`src/rtl/yc2rgb_pkg.sv`:
```
// ----------------------------------------------------------------------------
// yc2rgb_pkg
// Shared widths, coefficient reset values, register indexes and the types
// that travel between the stages of the YCbCr to RGB converter.
// ----------------------------------------------------------------------------
`timescale 1ns / 1ps
`default_nettype none

package yc2rgb_pkg;

  // field widths
  localparam int PIX_W   = 8;
  localparam int COEF_W  = 16;
  localparam int Y_W     = PIX_W + 1;   // luma minus 16 spans -16..239
  localparam int C_W     = PIX_W;       // chroma minus 128 spans -128..127
  localparam int FRAC_SH = 16;          // Q16 coefficients
  localparam int YP_W    = Y_W + COEF_W;
  localparam int CP_W    = C_W + COEF_W;
  // channel sums stay within about +-700, so 12 bits never saturate at 16
  localparam int SUM_W   = 12;
  localparam int CFG_IDX_W = 3;

  // input offsets
  localparam logic [Y_W-1:0] LUMA_OFS   = Y_W'(16);
  localparam logic [C_W-1:0] CHROMA_OFS = C_W'(128);

  // coefficient reset values
  localparam logic signed [COEF_W-1:0] R_LUMA_RST = COEF_W'(10773);
  localparam logic signed [COEF_W-1:0] R_CR_RST   = COEF_W'(6293);
  localparam logic signed [COEF_W-1:0] G_LUMA_RST = COEF_W'(10773);
  localparam logic signed [COEF_W-1:0] G_CB_RST   = COEF_W'(-25674);
  localparam logic signed [COEF_W-1:0] G_CR_RST   = COEF_W'(-20511);
  localparam logic signed [COEF_W-1:0] B_LUMA_RST = COEF_W'(10773);
  localparam logic signed [COEF_W-1:0] B_CB_RST   = COEF_W'(1129);

  // register indexes
  typedef enum logic [CFG_IDX_W-1:0] {
    REG_R_LUMA = 3'd0,
    REG_R_CR   = 3'd1,
    REG_G_LUMA = 3'd2,
    REG_G_CB   = 3'd3,
    REG_G_CR   = 3'd4,
    REG_B_LUMA = 3'd5,
    REG_B_CB   = 3'd6
  } cfg_reg_t;

  // coefficient set
  typedef struct packed {
    logic signed [COEF_W-1:0] r_luma;
    logic signed [COEF_W-1:0] r_cr;
    logic signed [COEF_W-1:0] g_luma;
    logic signed [COEF_W-1:0] g_cb;
    logic signed [COEF_W-1:0] g_cr;
    logic signed [COEF_W-1:0] b_luma;
    logic signed [COEF_W-1:0] b_cb;
  } coef_t;

  // offset samples plus the fractional gain terms
  typedef struct packed {
    logic signed [Y_W-1:0] y;
    logic signed [C_W-1:0] cb;
    logic signed [C_W-1:0] cr;
    logic signed [Y_W-1:0] r_y;
    logic signed [C_W-1:0] r_cr;
    logic signed [Y_W-1:0] g_y;
    logic signed [C_W-1:0] g_cb;
    logic signed [C_W-1:0] g_cr;
    logic signed [Y_W-1:0] b_y;
    logic signed [C_W-1:0] b_cb;
  } term_t;

endpackage

`default_nettype wire

```
`src/rtl/yc2rgb_cfg.sv`:
```
// ----------------------------------------------------------------------------
// yc2rgb_cfg
// Coefficient register file; writes to an index past the list are dropped.
// ----------------------------------------------------------------------------
`timescale 1ns / 1ps
`default_nettype none

module yc2rgb_cfg
  import yc2rgb_pkg::*;
(
  input  wire logic                 clk,
  input  wire logic                 rst_n,
  input  wire logic                 cfg_valid,
  output logic                      cfg_ready,
  input  wire logic [CFG_IDX_W-1:0] cfg_index,
  input  wire logic [COEF_W-1:0]    cfg_data,
  output coef_t                     coef
);

  coef_t coef_r, coef_nxt;

  assign cfg_ready = 1'b1;
  assign coef      = coef_r;

  // register write decode
  always_comb begin
    coef_nxt = coef_r;
    if (cfg_valid) begin
      unique case (cfg_reg_t'(cfg_index))
        REG_R_LUMA: coef_nxt.r_luma = cfg_data;
        REG_R_CR:   coef_nxt.r_cr   = cfg_data;
        REG_G_LUMA: coef_nxt.g_luma = cfg_data;
        REG_G_CB:   coef_nxt.g_cb   = cfg_data;
        REG_G_CR:   coef_nxt.g_cr   = cfg_data;
        REG_B_LUMA: coef_nxt.b_luma = cfg_data;
        REG_B_CB:   coef_nxt.b_cb   = cfg_data;
        default:    coef_nxt = coef_r;
      endcase
    end
  end

  always_ff @(posedge clk) begin
    if (!rst_n) begin
      coef_r.r_luma <= R_LUMA_RST;
      coef_r.r_cr   <= R_CR_RST;
      coef_r.g_luma <= G_LUMA_RST;
      coef_r.g_cb   <= G_CB_RST;
      coef_r.g_cr   <= G_CR_RST;
      coef_r.b_luma <= B_LUMA_RST;
      coef_r.b_cb   <= B_CB_RST;
    end else begin
      coef_r <= coef_nxt;
    end
  end

endmodule

`default_nettype wire

```
`src/rtl/yc2rgb_mul.sv`:
```
// ----------------------------------------------------------------------------
// yc2rgb_mul
// Front two stages: offset removal, then the seven Q16 gain products with
// the floor shift by 16.
// ----------------------------------------------------------------------------
`timescale 1ns / 1ps
`default_nettype none

module yc2rgb_mul
  import yc2rgb_pkg::*;
(
  input  wire logic             clk,
  input  wire logic             rst_n,
  input  wire logic             in_valid,
  output logic                  in_ready,
  input  wire logic [PIX_W-1:0] in_luma,
  input  wire logic [PIX_W-1:0] in_chroma_blue,
  input  wire logic [PIX_W-1:0] in_chroma_red,
  input  wire coef_t            coef,
  output logic                  term_valid,
  input  wire logic             term_ready,
  output term_t                 term
);

  // stage a: offset samples
  logic                  va_r;
  logic signed [Y_W-1:0] y_r;
  logic signed [C_W-1:0] cb_r;
  logic signed [C_W-1:0] cr_r;
  logic                  ready_a;

  // stage b: gain terms
  logic  vb_r;
  term_t term_r, term_nxt;
  logic  ready_b;

  logic signed [YP_W-1:0] p_ry, p_gy, p_by;
  logic signed [CP_W-1:0] p_rcr, p_gcb, p_gcr, p_bcb;

  assign ready_b  = !vb_r || term_ready;
  assign ready_a  = !va_r || ready_b;
  assign in_ready = ready_a;

  always_ff @(posedge clk) begin
    if (!rst_n) begin
      va_r <= 1'b0;
    end else if (ready_a) begin
      va_r <= in_valid;
    end
  end

  always_ff @(posedge clk) begin
    if (ready_a && in_valid) begin
      y_r  <= $signed({1'b0, in_luma} - LUMA_OFS);
      cb_r <= $signed(in_chroma_blue - CHROMA_OFS);
      cr_r <= $signed(in_chroma_red - CHROMA_OFS);
    end
  end

  // products, keep the bits above the binary point
  always_comb begin
    p_ry  = y_r  * coef.r_luma;
    p_rcr = cr_r * coef.r_cr;
    p_gy  = y_r  * coef.g_luma;
    p_gcb = cb_r * coef.g_cb;
    p_gcr = cr_r * coef.g_cr;
    p_by  = y_r  * coef.b_luma;
    p_bcb = cb_r * coef.b_cb;

    term_nxt.y    = y_r;
    term_nxt.cb   = cb_r;
    term_nxt.cr   = cr_r;
    term_nxt.r_y  = p_ry[YP_W-1:FRAC_SH];
    term_nxt.r_cr = p_rcr[CP_W-1:FRAC_SH];
    term_nxt.g_y  = p_gy[YP_W-1:FRAC_SH];
    term_nxt.g_cb = p_gcb[CP_W-1:FRAC_SH];
    term_nxt.g_cr = p_gcr[CP_W-1:FRAC_SH];
    term_nxt.b_y  = p_by[YP_W-1:FRAC_SH];
    term_nxt.b_cb = p_bcb[CP_W-1:FRAC_SH];
  end

  always_ff @(posedge clk) begin
    if (!rst_n) begin
      vb_r <= 1'b0;
    end else if (ready_b) begin
      vb_r <= va_r;
    end
  end

  always_ff @(posedge clk) begin
    if (ready_b && va_r) begin
      term_r <= term_nxt;
    end
  end

  assign term_valid = vb_r;
  assign term       = term_r;

endmodule

`default_nettype wire

```
`src/rtl/yc2rgb_sum.sv`:
```
// ----------------------------------------------------------------------------
// yc2rgb_sum
// Back two stages: the channel sums, then the clamp to 0..255 into the
// output register.
// ----------------------------------------------------------------------------
`timescale 1ns / 1ps
`default_nettype none

module yc2rgb_sum
  import yc2rgb_pkg::*;
(
  input  wire logic              clk,
  input  wire logic              rst_n,
  input  wire logic              term_valid,
  output logic                   term_ready,
  input  wire term_t             term,
  output logic                   out_valid,
  input  wire logic              out_ready,
  output logic [PIX_W-1:0]       out_red,
  output logic [PIX_W-1:0]       out_green,
  output logic [PIX_W-1:0]       out_blue
);

  // stage c: channel sums
  logic                    vc_r;
  logic signed [SUM_W-1:0] r_sum_r, g_sum_r, b_sum_r;
  logic signed [SUM_W-1:0] r_sum_nxt, g_sum_nxt, b_sum_nxt;
  logic                    ready_c;

  // stage d: output register
  logic             vd_r;
  logic [PIX_W-1:0] red_r, green_r, blue_r;
  logic             ready_d;

  function automatic logic [PIX_W-1:0] clamp8(input logic signed [SUM_W-1:0] x);
    logic [PIX_W-1:0] res;
    if (x < 0) begin
      res = '0;
    end else if (x > SUM_W'($signed({1'b0, {PIX_W{1'b1}}}))) begin
      res = '1;
    end else begin
      res = x[PIX_W-1:0];
    end
    return res;
  endfunction

  assign ready_d    = !vd_r || out_ready;
  assign ready_c    = !vc_r || ready_d;
  assign term_ready = ready_c;

  // sums with whole-number parts of the gains
  always_comb begin
    r_sum_nxt = SUM_W'(term.y) + SUM_W'(term.r_y) + SUM_W'(term.r_cr)
              + SUM_W'(term.cr) + SUM_W'(term.cr >>> 1);
    g_sum_nxt = SUM_W'(term.y) + SUM_W'(term.g_y) + SUM_W'(term.g_cb)
              + SUM_W'(term.g_cr) - SUM_W'(term.cr >>> 1);
    b_sum_nxt = SUM_W'(term.y) + SUM_W'(term.b_y) + SUM_W'(term.b_cb)
              + (SUM_W'(term.cb) <<< 1);
  end

  always_ff @(posedge clk) begin
    if (!rst_n) begin
      vc_r <= 1'b0;
    end else if (ready_c) begin
      vc_r <= term_valid;
    end
  end

  always_ff @(posedge clk) begin
    if (ready_c && term_valid) begin
      r_sum_r <= r_sum_nxt;
      g_sum_r <= g_sum_nxt;
      b_sum_r <= b_sum_nxt;
    end
  end

  // clamp into the output register
  always_ff @(posedge clk) begin
    if (!rst_n) begin
      vd_r <= 1'b0;
    end else if (ready_d) begin
      vd_r <= vc_r;
    end
  end

  always_ff @(posedge clk) begin
    if (ready_d && vc_r) begin
      red_r   <= clamp8(r_sum_r);
      green_r <= clamp8(g_sum_r);
      blue_r  <= clamp8(b_sum_r);
    end
  end

  assign out_valid = vd_r;
  assign out_red   = red_r;
  assign out_green = green_r;
  assign out_blue  = blue_r;

endmodule

`default_nettype wire

```
`src/rtl/ycbcr_to_rgb_fixed.sv`:
```
// throughput: one item per cycle while the output is not stalled; there are
// four register stages, each with its own valid
// the stages are offset removal, gain multipliers, channel sums, clamp
// a stalled output holds the last stage; earlier bubbles are still filled
// reset (rst_n low, synchronous) empties the pipeline and loads the
// default coefficients
// ----------------------------------------------------------------------------
// ycbcr_to_rgb_fixed
// Pixel converter from 8-bit YCbCr to 8-bit RGB with programmable Q16 gains.
// ----------------------------------------------------------------------------
`timescale 1ns / 1ps
`default_nettype none

module ycbcr_to_rgb_fixed
  import yc2rgb_pkg::*;
(
  input  wire logic                 clk,
  input  wire logic                 rst_n,
  input  wire logic                 in_valid,
  output logic                      in_ready,
  input  wire logic [PIX_W-1:0]     in_luma,
  input  wire logic [PIX_W-1:0]     in_chroma_blue,
  input  wire logic [PIX_W-1:0]     in_chroma_red,
  output logic                      out_valid,
  input  wire logic                 out_ready,
  output logic [PIX_W-1:0]          out_red,
  output logic [PIX_W-1:0]          out_green,
  output logic [PIX_W-1:0]          out_blue,
  input  wire logic                 cfg_valid,
  output logic                      cfg_ready,
  input  wire logic [CFG_IDX_W-1:0] cfg_index,
  input  wire logic [COEF_W-1:0]    cfg_data
);

  coef_t coef;
  term_t term;
  logic  term_valid;
  logic  term_ready;

  // coefficient registers
  yc2rgb_cfg u_cfg (
    .clk       (clk),
    .rst_n     (rst_n),
    .cfg_valid (cfg_valid),
    .cfg_ready (cfg_ready),
    .cfg_index (cfg_index),
    .cfg_data  (cfg_data),
    .coef      (coef)
  );

  // offsets and products
  yc2rgb_mul u_mul (
    .clk            (clk),
    .rst_n          (rst_n),
    .in_valid       (in_valid),
    .in_ready       (in_ready),
    .in_luma        (in_luma),
    .in_chroma_blue (in_chroma_blue),
    .in_chroma_red  (in_chroma_red),
    .coef           (coef),
    .term_valid     (term_valid),
    .term_ready     (term_ready),
    .term           (term)
  );

  // sums and clamp
  yc2rgb_sum u_sum (
    .clk        (clk),
    .rst_n      (rst_n),
    .term_valid (term_valid),
    .term_ready (term_ready),
    .term       (term),
    .out_valid  (out_valid),
    .out_ready  (out_ready),
    .out_red    (out_red),
    .out_green  (out_green),
    .out_blue   (out_blue)
  );

endmodule

`default_nettype wire

```
`config.mk`:
```
export PLATFORM = sky130hd
export DESIGN_NAME = ycbcr_to_rgb_fixed
export DESIGN_NICKNAME = d
export VERILOG_FILES = /design/src/rtl/yc2rgb_pkg.sv /design/src/rtl/yc2rgb_cfg.sv /design/src/rtl/yc2rgb_mul.sv /design/src/rtl/yc2rgb_sum.sv /design/src/rtl/ycbcr_to_rgb_fixed.sv
export SDC_FILE = /design/constraint.sdc
export NUM_CORES = 2
export LEC_CHECK = 0
export BUFFER_PORTS_ARGS = -buffer_cell sky130_fd_sc_hd__buf_4
export CORE_MARGIN = 2
export CORE_UTILIZATION = 35
export DETAILED_ROUTE_END_ITERATION = 10
export HOLD_SLACK_MARGIN = 0.02
export RECOVER_POWER = 100
export SYNTH_ARGS = -nofsm -noshare
export SYNTH_HDL_FRONTEND = slang
export SYNTH_SLANG_ARGS = --single-unit
```
`constraint.sdc`:
```
create_clock -name clk -period 7.9 [get_ports clk]
set_clock_uncertainty 0.05 [all_clocks]
set_input_delay 0.79 -clock clk [delete_from_list [all_inputs] [get_ports clk]]
set_output_delay 0.79 -clock clk [all_outputs]
set_load 0.01 [all_outputs]
```
==> results_dict.tcl <==
set metrics [dict create \
    hold_buffers 0 \
    place_area_um2 45280 \
    r2r_cells 17 \
    clockBufferDepth 3 \
    syn_to_final_growth_pct 7.802 \
    rsz0062_at_grt "no" \
    ys_ff_latch 285 \
    ir_drop_v 0.0003618 \
    port_buffers 73 \
    finalHoldViolCount 0 \
    post_drt_wl_per_cell_um 17.10 \
    outcome "complete, but fails checks" \
    avgViaCountPerCell 4.744 \
    grt_pass1_vias 30420 \
    synth_area_leaders "fa_1 (38%), edfxtp_1 (12%), ha_1 (11%), and2_1 (8.0%), inv_1 (7.7%)" \
    clock_sinks 285 \
    cts.htree.levels 2 \
    start_util 0.3530 \
    layout_min_cycle_time_ns 6.686 \
    die_x_um 354.6 \
    hp-class "input pin to flip-flop" \
    grt.overflow.total 0 \
    syn_area_um2 43030 \
    async_reset_ff_frac 0 \
    cts_setup_buffers 0 \
    multi_input_area_um2 31550 \
    synth_fp_nets 5687 \
    critPathKind "flip-flop to flip-flop" \
    synthTopCellsByCount "inv_1 (886), fa_1 (808), and2_1 (550), nand2_1 (519), ha_1 (375)" \
    cts_tree "done" \
    max_cap_violations 14 \
    violations "max-capacitance violations, max-slew violations" \
    final_area_um2 46380 \
    ctsRootBufferMaster "clkbuf_16" \
    max_freq_mhz 149.6 \
    firstDrtPassIters 6 \
    crit_required_ns 8.16 \
    synthFlopType "edfxtp_1" \
    setup_slack_ns 1.214 \
    whs_ns 0.3421 \
    end_kind "flip-flop" \
    syn_inst 4456 \
    regArea_um2 7397 \
    holdPathStages 1 \
    leakagePower_nw 22.14 \
    synth-seq-area-share 0.1719 \
    min_to "u_mul.cb_r[6]$_DFFE_PP_" \
    worst_slew_pin_slew_ns 3.034 \
    placeableCoreArea_um2 121900 \
    p_total_mw 14.16 \
    slew-limit-headroom -1.022 \
    period_share 0.8463 \
    stdcell_count 6087 \
    yosys_warnings 0 \
    yosysTopAreaCell "fa_1" \
    r2r-end "u_mul.term[41]$_DFFE_PP_" \
    antenna_found_initial 5 \
    final_max_slew_viol_count 498 \
    num-nets-final 5662 \
    postSynthAreaPerCell_um2 9.656 \
    worstPathArrival_ns 6.95 \
    cts_buffers 38 \
    die_h_um 354.6 \
    synth_edf_count 169 \
    tns_ns 0 \
    rows 128 \
    place_ws_ns 1.811 \
    grt_pass1_wl_um 169700 \
    worstPathMaxFanout 29 \
    start_kind "flip-flop" \
    yosysMostFrequentCell "inv_1" \
    place_congestion 0.8752 \
    setup_viol_count_final 0 \
    path_clk_slew_ns 0.06 \
    cellPowerDensity_nw_per_um2 305.4 \
    reg2reg_from "u_mul.y_r[6]$_DFFE_PP_" \
    ioPinCount 75 \
    netlist-cell-type-count 69 \
    fin_util 0.3806 \
    synth_top_area_share 0.3759 \
    hpwl_um 82060 \
    dp_cells 6016 \
    min_from "in_chroma_blue[6]" \
    fillCellCount 12190 \
    r2r_slack_ns 1.21 \
    ctsResizeCount 0 \
    vias 28880 \
    routed_wirelength_um 104100 \
    fp.dieArea_um2 125800 \
    grt_use_total 0.1713 \
    clk_latency_ns 0.60 \
    drive_gt1_frac 0.03117 \
    drc 0 \
    drtAntennaViolNets 0 \
    grt_max_degree 71 \
    drt_iter0_drc 1818 \
]
state kept, by name, indices dropped and copies added, names as in the netlist:
| register | cells |
|---|---|
| u_cfg.coef | 112 |
| u_mul.y_r | 9 |
| u_sum.g_sum_r | 12 |
| u_sum.out_blue | 8 |
| u_sum.vc_r | 1 |
| u_mul.term | 84 |
| u_mul.cr_r | 8 |
| u_mul.term_valid | 1 |
| u_sum.out_valid | 1 |
| u_sum.out_green | 8 |
| u_sum.b_sum_r | 12 |
| u_mul.va_r | 1 |
| u_mul.cb_r | 8 |
| u_sum.r_sum_r | 12 |
| u_sum.out_red | 8 |
layout make-up:
type / instances / area share
inverter: 888 / 0.07186
antenna: 2 / 0.0001079
clock inverter: 19 / 0.005260
timing repair buffer: 113 / 0.01435
sequential: 285 / 0.1595
clock buffer: 50 / 0.02498
tap: 1625 / 0.04383
multi-input combinational: 3105 / 0.6801
worst max-delay path by stage:
stage | from | to | slack (ns) | cells past startpoint
5_1_grt | u_mul.y_r[6]$_DFFE_PP_ | u_mul.term[41]$_DFFE_PP_ | 0.86 | 16
3_3_place_gp | u_mul.y_r[0]$_DFFE_PP_ | u_mul.term[58]$_DFFE_PP_ | 1.88 | 18
3_5_place_dp | u_mul.y_r[8]$_DFFE_PP_ | u_mul.term[16]$_DFFE_PP_ | 1.81 | 18
2_1_floorplan | out_ready | u_mul.term[0]$_DFFE_PP_ | 0.02 | 3
4_1_cts | u_mul.y_r[8]$_DFFE_PP_ | u_mul.term[16]$_DFFE_PP_ | 1.80 | 18
6_report | u_mul.y_r[6]$_DFFE_PP_ | u_mul.term[41]$_DFFE_PP_ | 1.21 | 17
routing by layer:
layer	vias to the layer above	wire (um)	part of all wire	GRT usage
met5	-	36	0.00035	0
met2	539	47180	0.45	0.2774
met1	14750	48830	0.47	0.2428
li1	13480	-	-	-
met3	101	6051	0.058	0.02792
met4	6	1974	0.019	0.03314
cell families after synthesis:
| family | Yosys count | share of synthesized area |
|---|---|---|
| flip-flops | 285 | 0.1719 |
| adder cells (fa/ha/maj) | 1183 | 0.4850 |
| other | 1 | 0.00008716 |
| buffers and inverters | 1066 | 0.09323 |
| AND/OR/NAND/NOR | 1455 | 0.1691 |
| AO/OA/AOI/OAI | 323 | 0.05159 |
| XOR/XNOR | 143 | 0.02911 |
report_power, final:
part | internal [mW] | switching [mW] | total, mW
sequential | 2.31 | 0.224 | 2.53
clock | 1.20 | 0.744 | 1.95
combinational | 4.34 | 5.34 | 9.69
critical path, stage by stage (launching register included):
cell	delay [ns]
edfxtp_1	1.14
clkbuf_1	0.79
nand2_1	0.18
fa_1	0.54
fa_1	0.49
inv_1	0.05
fa_1	0.49
fa_1	0.43
fa_1	0.38
ha_1	0.34
a21o_1	0.18
a21oi_1	0.13
o211ai_1	0.14
a21oi_1	0.31
o21ai_0	0.25
nor4_1	0.23
nor3_1	0.11
xnor2_1	0.14
layout by cell type, fill, tap and decap left out, drive strengths merged, types with 18 or more instances in the layout:
master	instances
nor2	193
inv	888
xor2	29
ha	375
a21boi	70
a21o	37
nand3	67
dfxtp	116
clkbuf	116
edfxtp	169
nor3	18
nand2b	28
buf	47
and2	551
a21oi	79
nand2	520
nor2b	18
fa	808
o21ai	46
xnor2	114
(Power assumes the default switching activity.)
